## config.mk

```make
export PLATFORM = sky130hd
export DESIGN_NAME = packet_header_parser
export DESIGN_NICKNAME = d
export VERILOG_FILES = /design/src/hdl/phdr_pkg.sv /design/src/hdl/phdr_parser.sv /design/src/hdl/phdr_rec_fifo.sv /design/src/hdl/packet_header_parser.sv
export SDC_FILE = /design/constraint.sdc
export NUM_CORES = 2
export LEC_CHECK = 0
export ABC_AREA = 1
export BUFFER_PORTS_ARGS = -buffer_cell sky130_fd_sc_hd__buf_2
export CAP_MARGIN = 30
export CORE_MARGIN = 2
export CORE_UTILIZATION = 50
export CTS_CLUSTER_DIAMETER = 100
export DETAILED_ROUTE_END_ITERATION = 8
export MAX_ROUTING_LAYER = met4
export PLACE_DENSITY = 0.67
export SLEW_MARGIN = 20
export SYNTH_ARGS = -nofsm -noshare
export SYNTH_HDL_FRONTEND = slang
export SYNTH_SLANG_ARGS = --single-unit
export TNS_END_PERCENT = 1
```

## constraint.sdc

```tcl
create_clock -name clk_i -period 12.7 [get_ports clk_i]
set_input_delay 1.905 -clock clk_i [delete_from_list [all_inputs] [get_ports clk_i]]
set_output_delay 1.905 -clock clk_i [all_outputs]
set_load 0.02 [all_outputs]
```

## src/hdl/phdr_pkg.sv

```systemverilog
`default_nettype none
// ----------------------------------------------------------------------------
// phdr_pkg
// Shared types and constants for the packet header parser.
// ----------------------------------------------------------------------------
package phdr_pkg;

  // Frame length limit: bytes past this count are not parsed
  localparam logic [15:0] MAX_FRAME_BYTES = 16'd65535;
  // IPv4 header length unit in bytes
  localparam int unsigned IHL_UNIT = 4;

  // Parse phases
  localparam logic [2:0] PH_ETH  = 3'd0;
  localparam logic [2:0] PH_IPV4 = 3'd1;
  localparam logic [2:0] PH_IPV6 = 3'd2;
  localparam logic [2:0] PH_TCP  = 3'd3;
  localparam logic [2:0] PH_UDP  = 3'd4;
  localparam logic [2:0] PH_SKIP = 3'd5;

  // Record layer codes
  localparam logic [2:0] LYR_ETH   = 3'd0;
  localparam logic [2:0] LYR_IPV4  = 3'd1;
  localparam logic [2:0] LYR_IPV6  = 3'd2;
  localparam logic [2:0] LYR_TCP   = 3'd3;
  localparam logic [2:0] LYR_UDP   = 3'd4;
  localparam logic [2:0] LYR_SHORT = 3'd5;
  localparam logic [2:0] LYR_END   = 3'd6;

  // Record status codes
  localparam logic [1:0] ST_OK        = 2'd0;
  localparam logic [1:0] ST_TRUNC     = 2'd1;
  localparam logic [1:0] ST_TRUNC_IHL = 2'd2;
  localparam logic [1:0] ST_BAD_IHL   = 2'd3;

  // Protocol numbers and EtherTypes followed by the parser
  localparam logic [15:0] ETYPE_IPV4 = 16'h0800;
  localparam logic [15:0] ETYPE_IPV6 = 16'h86DD;
  localparam logic [7:0]  PROTO_TCP  = 8'd6;
  localparam logic [7:0]  PROTO_UDP  = 8'd17;

  // Record queue geometry
  localparam int unsigned FIFO_DEPTH = 4;
  localparam int unsigned FIFO_AW    = $clog2(FIFO_DEPTH);

  typedef struct packed {
    logic [2:0]  layer;
    logic [1:0]  status;
    logic [63:0] src_high;
    logic [63:0] src_low;
    logic [63:0] dst_high;
    logic [63:0] dst_low;
    logic [15:0] type_or_proto;
    logic        last_of_frame;
  } rec_t;

  // Records produced by one accepted byte, packed first-come first
  typedef struct packed {
    logic first_vld;
    logic second_vld;
    rec_t first;
    rec_t second;
  } push_t;

endpackage : phdr_pkg
`default_nettype wire

```

## src/hdl/phdr_parser.sv

```systemverilog
`default_nettype none
// ----------------------------------------------------------------------------
// phdr_parser
// Per-byte header walker: phase, offset and field capture, record emission.
// ----------------------------------------------------------------------------
module phdr_parser (
  input  wire logic         clk_i,
  input  wire logic         rst_ni,
  input  wire logic         accept_i,
  input  wire logic [7:0]   byte_i,
  input  wire logic         eof_i,
  output phdr_pkg::push_t   push_o
);
  import phdr_pkg::*;

  logic [2:0]  phase_q, phase_d;
  logic [6:0]  off_q, off_d;
  logic [5:0]  ihl_q, ihl_d;
  logic [15:0] cnt_q, cnt_d;
  logic [63:0] sh_q, sh_d, sl_q, sl_d, dh_q, dh_d, dl_q, dl_d;
  logic [15:0] type_q, type_d;

  logic [6:0]  off_inc;
  logic        hdr_vld;
  rec_t        hdr_rec;
  logic        eof_vld;
  rec_t        eof_rec;

  function automatic logic [2:0] ip_next(input logic [15:0] proto);
    logic [2:0] ph;
    ph = PH_SKIP;
    if (proto == {8'd0, PROTO_TCP}) ph = PH_TCP;
    else if (proto == {8'd0, PROTO_UDP}) ph = PH_UDP;
    return ph;
  endfunction

  always_comb begin
    phase_d = phase_q;
    off_d   = off_q;
    ihl_d   = ihl_q;
    cnt_d   = cnt_q;
    sh_d    = sh_q;
    sl_d    = sl_q;
    dh_d    = dh_q;
    dl_d    = dl_q;
    type_d  = type_q;
    off_inc = off_q + 7'd1;
    hdr_vld = 1'b0;
    hdr_rec = '0;
    eof_vld = 1'b0;
    eof_rec = '0;

    if (cnt_q < MAX_FRAME_BYTES) begin
      cnt_d = cnt_q + 16'd1;
      case (phase_q)
        PH_ETH: begin
          if (off_q < 7'd6) dl_d = {dl_q[55:0], byte_i};
          else if (off_q < 7'd12) sl_d = {sl_q[55:0], byte_i};
          else type_d = {type_q[7:0], byte_i};
          off_d = off_inc;
          if (off_inc == 7'd14) begin
            hdr_vld               = 1'b1;
            hdr_rec.layer         = LYR_ETH;
            hdr_rec.status        = ST_OK;
            hdr_rec.src_low       = sl_d;
            hdr_rec.dst_low       = dl_d;
            hdr_rec.type_or_proto = type_d;
            phase_d = (type_d == ETYPE_IPV4) ? PH_IPV4 :
                      (type_d == ETYPE_IPV6) ? PH_IPV6 : PH_SKIP;
          end
        end
        PH_IPV4: begin
          if (off_q == 7'd0) ihl_d = 6'(32'(byte_i[3:0]) * IHL_UNIT);
          else if (off_q == 7'd9) type_d = {8'd0, byte_i};
          else if (off_q >= 7'd12 && off_q < 7'd16) sl_d = {sl_q[55:0], byte_i};
          else if (off_q >= 7'd16 && off_q < 7'd20) dl_d = {dl_q[55:0], byte_i};
          off_d = off_inc;
          if (off_inc == 7'd20 && ihl_d < 6'd20) begin
            hdr_vld               = 1'b1;
            hdr_rec.layer         = LYR_IPV4;
            hdr_rec.status        = ST_BAD_IHL;
            hdr_rec.src_low       = sl_d;
            hdr_rec.dst_low       = dl_d;
            hdr_rec.type_or_proto = type_d;
            phase_d = PH_SKIP;
          end else if (off_inc >= 7'd20 && off_inc >= {1'b0, ihl_d}) begin
            hdr_vld               = 1'b1;
            hdr_rec.layer         = LYR_IPV4;
            hdr_rec.status        = ST_OK;
            hdr_rec.src_low       = sl_d;
            hdr_rec.dst_low       = dl_d;
            hdr_rec.type_or_proto = type_d;
            phase_d = ip_next(type_d);
          end
        end
        PH_IPV6: begin
          if (off_q == 7'd6) type_d = {8'd0, byte_i};
          else if (off_q >= 7'd8 && off_q < 7'd16) sh_d = {sh_q[55:0], byte_i};
          else if (off_q >= 7'd16 && off_q < 7'd24) sl_d = {sl_q[55:0], byte_i};
          else if (off_q >= 7'd24 && off_q < 7'd32) dh_d = {dh_q[55:0], byte_i};
          else if (off_q >= 7'd32 && off_q < 7'd40) dl_d = {dl_q[55:0], byte_i};
          off_d = off_inc;
          if (off_inc == 7'd40) begin
            hdr_vld               = 1'b1;
            hdr_rec.layer         = LYR_IPV6;
            hdr_rec.status        = ST_OK;
            hdr_rec.src_high      = sh_d;
            hdr_rec.src_low       = sl_d;
            hdr_rec.dst_high      = dh_d;
            hdr_rec.dst_low       = dl_d;
            hdr_rec.type_or_proto = type_d;
            phase_d = ip_next(type_d);
          end
        end
        PH_TCP, PH_UDP: begin
          if (off_q < 7'd2) sl_d = {48'd0, sl_q[7:0], byte_i};
          else if (off_q < 7'd4) dl_d = {48'd0, dl_q[7:0], byte_i};
          off_d = off_inc;
          if (off_inc == ((phase_q == PH_TCP) ? 7'd20 : 7'd8)) begin
            hdr_vld         = 1'b1;
            hdr_rec.layer   = (phase_q == PH_TCP) ? LYR_TCP : LYR_UDP;
            hdr_rec.status  = ST_OK;
            hdr_rec.src_low = sl_d;
            hdr_rec.dst_low = dl_d;
            phase_d = PH_SKIP;
          end
        end
        default: begin
        end
      endcase
      // Entering a new phase clears offset and captured fields
      if (hdr_vld) begin
        off_d  = '0;
        sh_d   = '0;
        sl_d   = '0;
        dh_d   = '0;
        dl_d   = '0;
        type_d = '0;
      end
    end

    if (eof_i) begin
      eof_rec.status = ST_OK;
      case (phase_d)
        PH_ETH: begin
          eof_vld = 1'b1;
          eof_rec.layer = LYR_SHORT;
        end
        PH_IPV4: begin
          eof_vld = 1'b1;
          eof_rec.layer  = LYR_IPV4;
          eof_rec.status = (off_d >= 7'd20) ? ST_TRUNC_IHL : ST_TRUNC;
        end
        PH_IPV6: begin
          eof_vld = 1'b1;
          eof_rec.layer  = LYR_IPV6;
          eof_rec.status = ST_TRUNC;
        end
        PH_TCP: begin
          eof_vld = 1'b1;
          eof_rec.layer  = LYR_TCP;
          eof_rec.status = ST_TRUNC;
        end
        PH_UDP: begin
          eof_vld = 1'b1;
          eof_rec.layer  = LYR_UDP;
          eof_rec.status = ST_TRUNC;
        end
        default: begin
          eof_vld = !hdr_vld;
          eof_rec.layer = LYR_END;
        end
      endcase
      eof_rec.last_of_frame = 1'b1;
      hdr_rec.last_of_frame = !eof_vld;
      phase_d = PH_ETH;
      off_d   = '0;
      ihl_d   = '0;
      cnt_d   = '0;
      sh_d    = '0;
      sl_d    = '0;
      dh_d    = '0;
      dl_d    = '0;
      type_d  = '0;
    end
  end

  // Compact the byte's records so the first slot is always filled first
  always_comb begin
    push_o.first_vld  = accept_i && (hdr_vld || eof_vld);
    push_o.second_vld = accept_i && hdr_vld && eof_vld;
    push_o.first      = hdr_vld ? hdr_rec : eof_rec;
    push_o.second     = eof_rec;
  end

  always_ff @(posedge clk_i or negedge rst_ni) begin
    if (!rst_ni) begin
      phase_q <= PH_ETH;
      off_q   <= '0;
      ihl_q   <= '0;
      cnt_q   <= '0;
      sh_q    <= '0;
      sl_q    <= '0;
      dh_q    <= '0;
      dl_q    <= '0;
      type_q  <= '0;
    end else if (accept_i) begin
      phase_q <= phase_d;
      off_q   <= off_d;
      ihl_q   <= ihl_d;
      cnt_q   <= cnt_d;
      sh_q    <= sh_d;
      sl_q    <= sl_d;
      dh_q    <= dh_d;
      dl_q    <= dl_d;
      type_q  <= type_d;
    end
  end

endmodule : phdr_parser
`default_nettype wire

```

## src/hdl/phdr_rec_fifo.sv

```systemverilog
`default_nettype none
// ----------------------------------------------------------------------------
// phdr_rec_fifo
// Small record queue: up to two writes and one read per cycle.
// ----------------------------------------------------------------------------
module phdr_rec_fifo (
  input  wire logic         clk_i,
  input  wire logic         rst_ni,
  input  wire phdr_pkg::push_t push_i,
  output logic              room_o,
  output logic              vld_o,
  input  wire logic         rdy_i,
  output phdr_pkg::rec_t    rec_o
);
  import phdr_pkg::*;

  rec_t                 mem_q [FIFO_DEPTH];
  logic [FIFO_AW-1:0]   wr_q, wr_d, rd_q, rd_d;
  logic [FIFO_AW:0]     cnt_q, cnt_d;
  logic                 pop;
  logic [FIFO_AW:0]     n_push;

  assign room_o = cnt_q <= (FIFO_AW+1)'(FIFO_DEPTH - 2);
  assign vld_o  = cnt_q != '0;
  assign rec_o  = mem_q[rd_q];
  assign pop    = vld_o && rdy_i;

  always_comb begin
    n_push = (FIFO_AW+1)'(push_i.first_vld) + (FIFO_AW+1)'(push_i.second_vld);
    wr_d   = wr_q + n_push[FIFO_AW-1:0];
    rd_d   = rd_q + FIFO_AW'(pop);
    cnt_d  = cnt_q + n_push - (FIFO_AW+1)'(pop);
  end

  always_ff @(posedge clk_i) begin
    if (push_i.first_vld) mem_q[wr_q] <= push_i.first;
    if (push_i.second_vld) mem_q[wr_q + FIFO_AW'(1)] <= push_i.second;
  end

  always_ff @(posedge clk_i or negedge rst_ni) begin
    if (!rst_ni) begin
      wr_q  <= '0;
      rd_q  <= '0;
      cnt_q <= '0;
    end else begin
      wr_q  <= wr_d;
      rd_q  <= rd_d;
      cnt_q <= cnt_d;
    end
  end

endmodule : phdr_rec_fifo
`default_nettype wire

```

## src/hdl/packet_header_parser.sv

```systemverilog
`default_nettype none
// ----------------------------------------------------------------------------
// packet_header_parser
// Ethernet / IPv4 / IPv6 / TCP / UDP header parser, one frame byte a request.
// ----------------------------------------------------------------------------
// Usage:
//   The slave side takes one frame byte per request in tdata, with tlast on
//   the final byte of the frame. The master side gives one record per request:
//   addresses, ports and type in tdata, layer and status in tuser, and tlast
//   on the closing record of each frame.
//   Throughput is one byte per cycle. A byte that completes a header, or ends
//   the frame, pushes one or two records into a four-entry record queue that
//   drains one record per cycle; s_axis_tready drops only while fewer than
//   two queue entries are free, which the sparse records of a frame never
//   reach unless the receiver stalls.
//   Each record enters the queue as its byte is taken and reaches the master
//   side once older records drain; the walker decodes each byte combinationally.
//   Reset clears the walker to expect an Ethernet header and empties the
//   queue. A stalled receiver holds the head record; further bytes are taken
//   until the queue is nearly full, then held off.
// ----------------------------------------------------------------------------
module packet_header_parser (
  input  wire logic           clk_i,
  input  wire logic           rst_ni,
  input  wire logic           s_axis_tvalid,
  output logic                s_axis_tready,
  input  wire logic [7:0]     s_axis_tdata,   // data_byte
  input  wire logic           s_axis_tlast,   // end_of_frame
  output logic                m_axis_tvalid,
  input  wire logic           m_axis_tready,
  output logic [271:0]        m_axis_tdata,   // src_high, src_low, dst_high,
                                              // dst_low, type_or_proto
  output logic [4:0]          m_axis_tuser,   // layer, status
  output logic                m_axis_tlast    // last_of_frame
);
  import phdr_pkg::*;

  logic  accept;
  push_t push;
  rec_t  head;

  // Accept a byte only when the queue can absorb its worst case of two records
  assign accept = s_axis_tvalid && s_axis_tready;

  phdr_parser u_parser (
    .clk_i    (clk_i),
    .rst_ni   (rst_ni),
    .accept_i (accept),
    .byte_i   (s_axis_tdata),
    .eof_i    (s_axis_tlast),
    .push_o   (push)
  );

  phdr_rec_fifo u_fifo (
    .clk_i  (clk_i),
    .rst_ni (rst_ni),
    .push_i (push),
    .room_o (s_axis_tready),
    .vld_o  (m_axis_tvalid),
    .rdy_i  (m_axis_tready),
    .rec_o  (head)
  );

  // Pack the head record onto the master side, first field lowest
  assign m_axis_tdata = {head.type_or_proto, head.dst_low, head.dst_high,
                         head.src_low, head.src_high};
  assign m_axis_tuser = {head.status, head.layer};
  assign m_axis_tlast = head.last_of_frame;

endmodule : packet_header_parser
`default_nettype wire

```

* After elaboration in Yosys (flattened, before gate mapping) *
Memory sizes are Yosys's and may differ from the RTL's.
Cells that the tools add are included.

operators by class
  $add $sub $neg = 8
  eq/ne operators = 20
  multiplexer cells = 127
  $lt $le $gt $ge = 20
  reductions and logical operators = 34

operators by type and width
  kind                                                               count
  2-to-1 mux 64 bit                                                  48
  case mux 64 bit (4 select lines)                                   4
  2-to-1 mux 278 bit                                                 1
  2-to-1 mux 277 bit                                                 1
  2-to-1 mux 276 bit                                                 1
  2-to-1 mux 16 bit                                                  16
  2-to-1 mux 80 bit                                                  3
  case mux 16 bit (3 select lines)                                   2
  2-to-1 mux 3 bit                                                   13
  2-to-1 mux 6 bit                                                   6
  equality test 16 x 3 -> 1 bit, second input constant               2
  equality test 16 x 5 -> 1 bit, second input constant               2
  greater-or-equal comparator 7 x 5 -> 1 bit, second input constant  4
  2-to-1 mux 7 bit                                                   4
  less-than comparator 7 x 5 -> 1 bit, second input constant         3
  2-to-1 mux 5 bit                                                   4
  2-to-1 mux 1 bit                                                   18
  adder 16 x 1 -> 16 bit, second input constant                      1
  equality test 16 x 12 -> 1 bit, second input constant              1
  equality test 16 bit, second input constant                        1
  less-than comparator 16 bit, second input constant                 1
  case mux 3 bit (5 select lines)                                    1
  case mux 5 bit (3 select lines)                                    1
  equality test 7 x 4 -> 1 bit, second input constant                2
  other kinds (41)                                                   69

storage, ports and cells
  memories = 1
  output and inout port bits = 280
  bits in registers = 311
  bits in writable memories = 1112
  logic and storage cells = 222

memory list
  memory        words  width  read ports  clocked after Yosys merged registers in  write ports  line                 RTL
  u_fifo.mem_q  4      278    1           0                                        2            phdr_rec_fifo.sv:17  rec_t mem_q [FIFO_DEPTH];

* Logic depth before layout (Yosys ltp) *
  word-level depth = 22
  gate-level depth with buffers = 31
  mapped depth without buffers = 31

* Modules after synthesis *
A second synthesis with hierarchy kept.

unflattened totals
  cells, all modules = 10179
  area, all modules = 82562.9 um^2

by module, submodules not included
  module                sequential area each (um^2)  area each (um^2)  times used  cells an instance
  phdr_rec_fifo         33567.2                      54083.1           1           5768
  phdr_parser           7607.3                       28472.3           1           4409
  packet_header_parser  0.0                          7.5               1           2

* Least setup slack after synthesis *
No wires, ideal clock.

  kind = input-to-reg
  start point = input port s_axis_tdata[2]
  end point = register u_fifo.cnt_q[2]
  library setup time = 123 ps
  data required time = 12577 ps
  slack = 7732 ps
  stages = 22
  path buffers = 0
  arrival time = 4846 ps
  path through = inv_1 o21ai_1 inv_1 ha_1 nand2_1 o21bai_1 inv_1 nand2_1 nand2_1 nand2_1 nand2_1 nand3_1 nand2_1 o21ai_1 a21oi_2 nand2_1 nand2_1 nor2_1 ha_1 ha_1 fa_1 xnor2_1

between the ends
  cells in the longest elaborated chain, start to end = 21

RTL lines
  element                         line                        RTL
  start: declaration              packet_header_parser.sv:27  input wire logic [7:0] s_axis_tdata,
  2-to-1 mux 16 bit               phdr_parser.sv:74           else if (off_q == 7'd9) type_d = {8'd0, byte_i};
  2-to-1 mux 16 bit               phdr_parser.sv:73           if (off_q == 7'd0) ihl_d = 6'(32'(byte_i[3:0]) * IHL_UNIT);
  2-to-1 mux 16 bit               phdr_parser.sv:55           case (phase_q)
  2-to-1 mux 16 bit               phdr_parser.sv:53           if (cnt_q < MAX_FRAME_BYTES) begin
  equality test 16 x 5 -> 1 bit   phdr_parser.sv:33           else if (proto == {8'd0, PROTO_UDP}) ph = PH_UDP;
  2-to-1 mux 1 bit                phdr_parser.sv:33
  2-to-1 mux 3 bit                phdr_parser.sv:32           if (proto == {8'd0, PROTO_TCP}) ph = PH_TCP;
  2-to-1 mux 3 bit                phdr_parser.sv:86           end else if (off_inc >= 7'd20 && off_inc >= {1'b0, ihl_d}) begin
  (+5 left out)                   n/a
  2-to-1 mux 1 bit                phdr_parser.sv:144          case (phase_d)
  2-to-1 mux 1 bit (2 in series)  phdr_parser.sv:142          if (eof_i) begin
  logical OR 1 bit                phdr_parser.sv:190          push_o.first_vld = accept_i && (hdr_vld || eof_vld);
  logical AND 1 bit               phdr_parser.sv:190
  adder 1 x 1 -> 2 bit *          phdr_rec_fifo.sv:29         n_push = (FIFO_AW+1)'(push_i.first_vld) + (FIFO_AW+1)'(push_i.second_vld);
  adder 3 bit *                   phdr_rec_fifo.sv:32         cnt_d = cnt_q + n_push - (FIFO_AW+1)'(pop);
  subtractor 3 x 1 -> 3 bit *     phdr_rec_fifo.sv:32
  net u_fifo.cnt_d[2]             phdr_rec_fifo.sv:19         logic [FIFO_AW:0] cnt_q, cnt_d;
  end signal: assignment          phdr_rec_fifo.sv:48         cnt_q <= cnt_d;
  end: declaration                phdr_rec_fifo.sv:19

The timed path passes the listed nets; every way through them passes the cells marked *. The select of a mux whose other input is x is not followed.
A chain may end at the register's enable or synchronous reset.

* Worst setup path after layout *
  start point = register u_fifo.rd_q[0]
  end point = output port m_axis_tdata[132]

between the ends
  cells in the longest elaborated chain, start to end = 1

RTL lines
  element                    line                        RTL
  start: declaration         phdr_rec_fifo.sv:18         logic [FIFO_AW-1:0] wr_q, wr_d, rd_q, rd_d;
  start signal: assignment   phdr_rec_fifo.sv:47         rd_q <= rd_d;
  memory read (4 x 278 bit)  n/a
  end: declaration           packet_header_parser.sv:31  output logic [271:0] m_axis_tdata,

Every way passes these cells.

==> impl_metrics.ini <==
[clocking]
ctsHoldBuffers = 0
cts-root-buf = clkbuf_16
numCtsBuffers = 162
h-tree-depth = 4
ctsResizeCount = 0
clock_path_buffers = 3
clk_latency_ns = 0.83
clock-sinks = 1423
cts.clk_slew.worst_paths_ns = 0.06
cts_setup_buffers = 0
cts_tree = done

[setup_path]
crit_path_end_kind = output pin
start_kind = register
cp.arrival_ns = 5.20
crit_path_max_incr_delay_ns = 0.91
reg2reg_depth = 29
worstPathMaxFanout = 82
crit_chain = buf_4 -> buf_4 -> buf_4 -> o21ai_0 -> o22ai_1 -> buf_2
path_common_cell = buf_4
worstPathRequired_ns = 10.80
slowest_stage = dfrtp_4
crit_type = reg -> out

[floorplan]
start_util_pct = 50.51
design.die.area_sq_um = 161400
design.core.area_sq_um = 156600
ioPinCount = 293
rows = 145
fp.dieH_um = 401.7
die_w_um = 401.7

[routing]
drc = 0
vias_per_cell = 5.821
wl_met2_mm = 126.1
wl_met3_mm = 26.59
maxUsedRoutingLayer = met4
antenna_left = 0
m1WireLength_mm = 117.4
wl_mm = 280.1
dr.pass1.iters = 9
wl_per_cell_um = 19.82
drt_iter0_drc = 10170
num_vias = 82270

[synthesis]
ys_types = 54
synth_nets = 12360
yosysWarningCount = 0
ys_ff_latch = 1423
syn-instance-count = 12330
yosys_most_used_dff = dfxtp_1
synthArstFlopShare_pct = 21.86
avgSynthCellArea_sq_um = 6.412
synth_edf_count = 24
ys_seq_area_share_pct = 38.30
syn_area_sq_um = 79080

[layout]
final_nets = 11970
stdcell_count = 14130
area_growth_pct = 8.539
final_util_pct = 54.82
final_layout_size_suffix_gt1_share_pct = 7.789

[run]
cap_violations = 0

[sta]
fin_skew_ns = 0.03425
fmax_ghz = 0.1407
hold_violations = 0
setup_total_negative_slack_ns = 0
drv_slew = 0
slew-limit-headroom_pct = 17.01
fin_crit_sh_pct = 55.98
worst_slew_pin_slew_ns = 1.245
rsz0062_at_grt = no
period_minus_slack_ns = 7.109
finalHoldWorstSlack_ns = 0.4824
setup_viol = 0

[global_route]
grt_use_total_pct = 34.34
grt_max_degree = 195
first_global_vias = 76010
antenna_found_initial = 10
grt.overflow.total = 0
grt_pass1_wl_mm = 434.4

[placement]
port_buffers = 292
gp_congestion = 0.9286
dpl.hpwl_mm = 156.5
dp.cells = 13820

[outcome]
status = finished clean

[hold_path]
hold_depth = 2
hp-class = reg -> reg

[power]
p_leak_nw = 42.91
ir_drop_mv = 0.2424
power_w = 0.01840
p_per_area_nw_per_um2 = 214.3
[synthesized netlist by cell type, types with 130 or more instances]
master,instances,area (sq um)
a21oi_1,283,1416
o21ai_1,399,1997
nand3_1,178,890.9
dfxtp_1,1088,21780
o31ai_1,130,975.9
nor3_1,198,991.0
o22ai_1,304,1902
nor4_1,162,1013
inv_2,237,889.6
nand2_1,4178,15680
nor2_1,807,3029
dfrtp_1,311,7782
clkbuf_1,596,2237
inv_1,1225,4598
buf_2,257,1286
o21ai_0,1319,6601
[report_power, final]
| part | total (W) | internal (W) | switching (W) |
|---|---|---|---|
| Clock | 0.00479 | 0.00277 | 0.00202 |
| Sequential | 0.00512 | 0.00480 | 0.000321 |
| Combinational | 0.00849 | 0.00214 | 0.00635 |
| Total | 0.0184 | 0.00971 | 0.00868 |
[flip-flops by register name, indices dropped and copies added (netlist names)]
signal / flops
u_fifo.mem_q: 1112
u_parser.dh_q: 64
u_parser.dl_q: 64
u_parser.sh_q: 64
u_parser.sl_q: 64
u_parser.cnt_q: 16
u_parser.type_q: 16
u_parser.off_q: 7
u_parser.ihl_q: 6
u_fifo.cnt_q: 3
u_parser.phase_q: 3
u_fifo.rd_q: 2
u_fifo.wr_q: 2
[final timing paths]
path	start	endpoint	slack, ns
worst max register to register	u_parser.off_q[1]$_DFFE_PN0P_	u_fifo.mem_q[1][262]$_SDFFE_PP0P_	5.64
worst min-delay path	u_parser.dh_q[63]$_DFFE_PN0P_	u_parser.dh_q[63]$_DFFE_PN0P_	0.48
max in group asynchronous	rst_ni	u_parser.sh_q[57]$_DFFE_PN0P_	9.48
worst min register to register	u_parser.dh_q[63]$_DFFE_PN0P_	u_parser.dh_q[63]$_DFFE_PN0P_	0.48
min in group asynchronous	rst_ni	u_parser.dl_q[19]$_DFFE_PN0P_	1.06
worst max-delay path	u_fifo.rd_q[0]$_DFF_PN0_	m_axis_tdata[132]	5.59
[logic make-up after synthesis]
kind of cell | count (synthesis) | synth area share [%]
buffers and inverters | 2430 | 12.24
adders and majority gates | 17 | 0.2785
xor gates and xnor gates | 9 | 0.09967
DFF | 1423 | 38.30
and+or+nand+nor | 5571 | 27.88
muxes | 110 | 1.392
AOI/OAI and AO/OA | 2774 | 19.82
[stage by stage]
step	area (sq um)	setup slack, ns
3_3_place_gp	80060	4.999
3_5_place_dp	80190	4.900
6_report	85830	5.591
5_1_grt	85830	5.109
4_1_cts	85590	5.602
2_1_floorplan	79080	7.732
[worst max-delay path, delay by kind of cell, from the launching register on]
| family | cells | cell delay, ns |
|---|---|---|
| buf+inv | 4 | 2.76 |
| compound gates | 2 | 0.63 |
| flops | 1 | 0.91 |
[layout make-up]
class	count	area (sq um)
fillers	15120	70740
multi-input cells	8481	39300
flip-flops and latches	1423	30290
inverters	1469	5582
clock buffers	248	4783
repair buffers	403	2676
well taps	2058	2575
clock inverters	44	610.6
diodes	7	17.52
[metal layers]
metal / vias up / global-route usage (%)
li1: 38900 / -
met1: 38470 / 44.43
met2: 4219 / 53.61
met3: 685 / 5.600
met4: 0 / 13.62
met5: - / -
[cell usage in the layout, fill, tap and decap left out, types with 51 or more instances in the layout]
| master | n |
|---|---|
| clkbuf_16 | 167 |
| o31ai_1 | 130 |
| nand3_1 | 176 |
| a21oi_1 | 283 |
| o21ai_0 | 1318 |
| clkbuf_1 | 51 |
| buf_4 | 86 |
| o21ai_1 | 398 |
| o22ai_1 | 304 |
| nor3_1 | 195 |
| dfrtp_1 | 309 |
| a221oi_1 | 85 |
| mux2i_1 | 110 |
| buf_2 | 291 |
| dfxtp_1 | 1088 |
| inv_1 | 1224 |
| nand2_1 | 4169 |
| inv_2 | 226 |
| nor2_1 | 802 |
| o32ai_1 | 122 |
| nor4_1 | 162 |
Power figures use the tool's default switching activity.
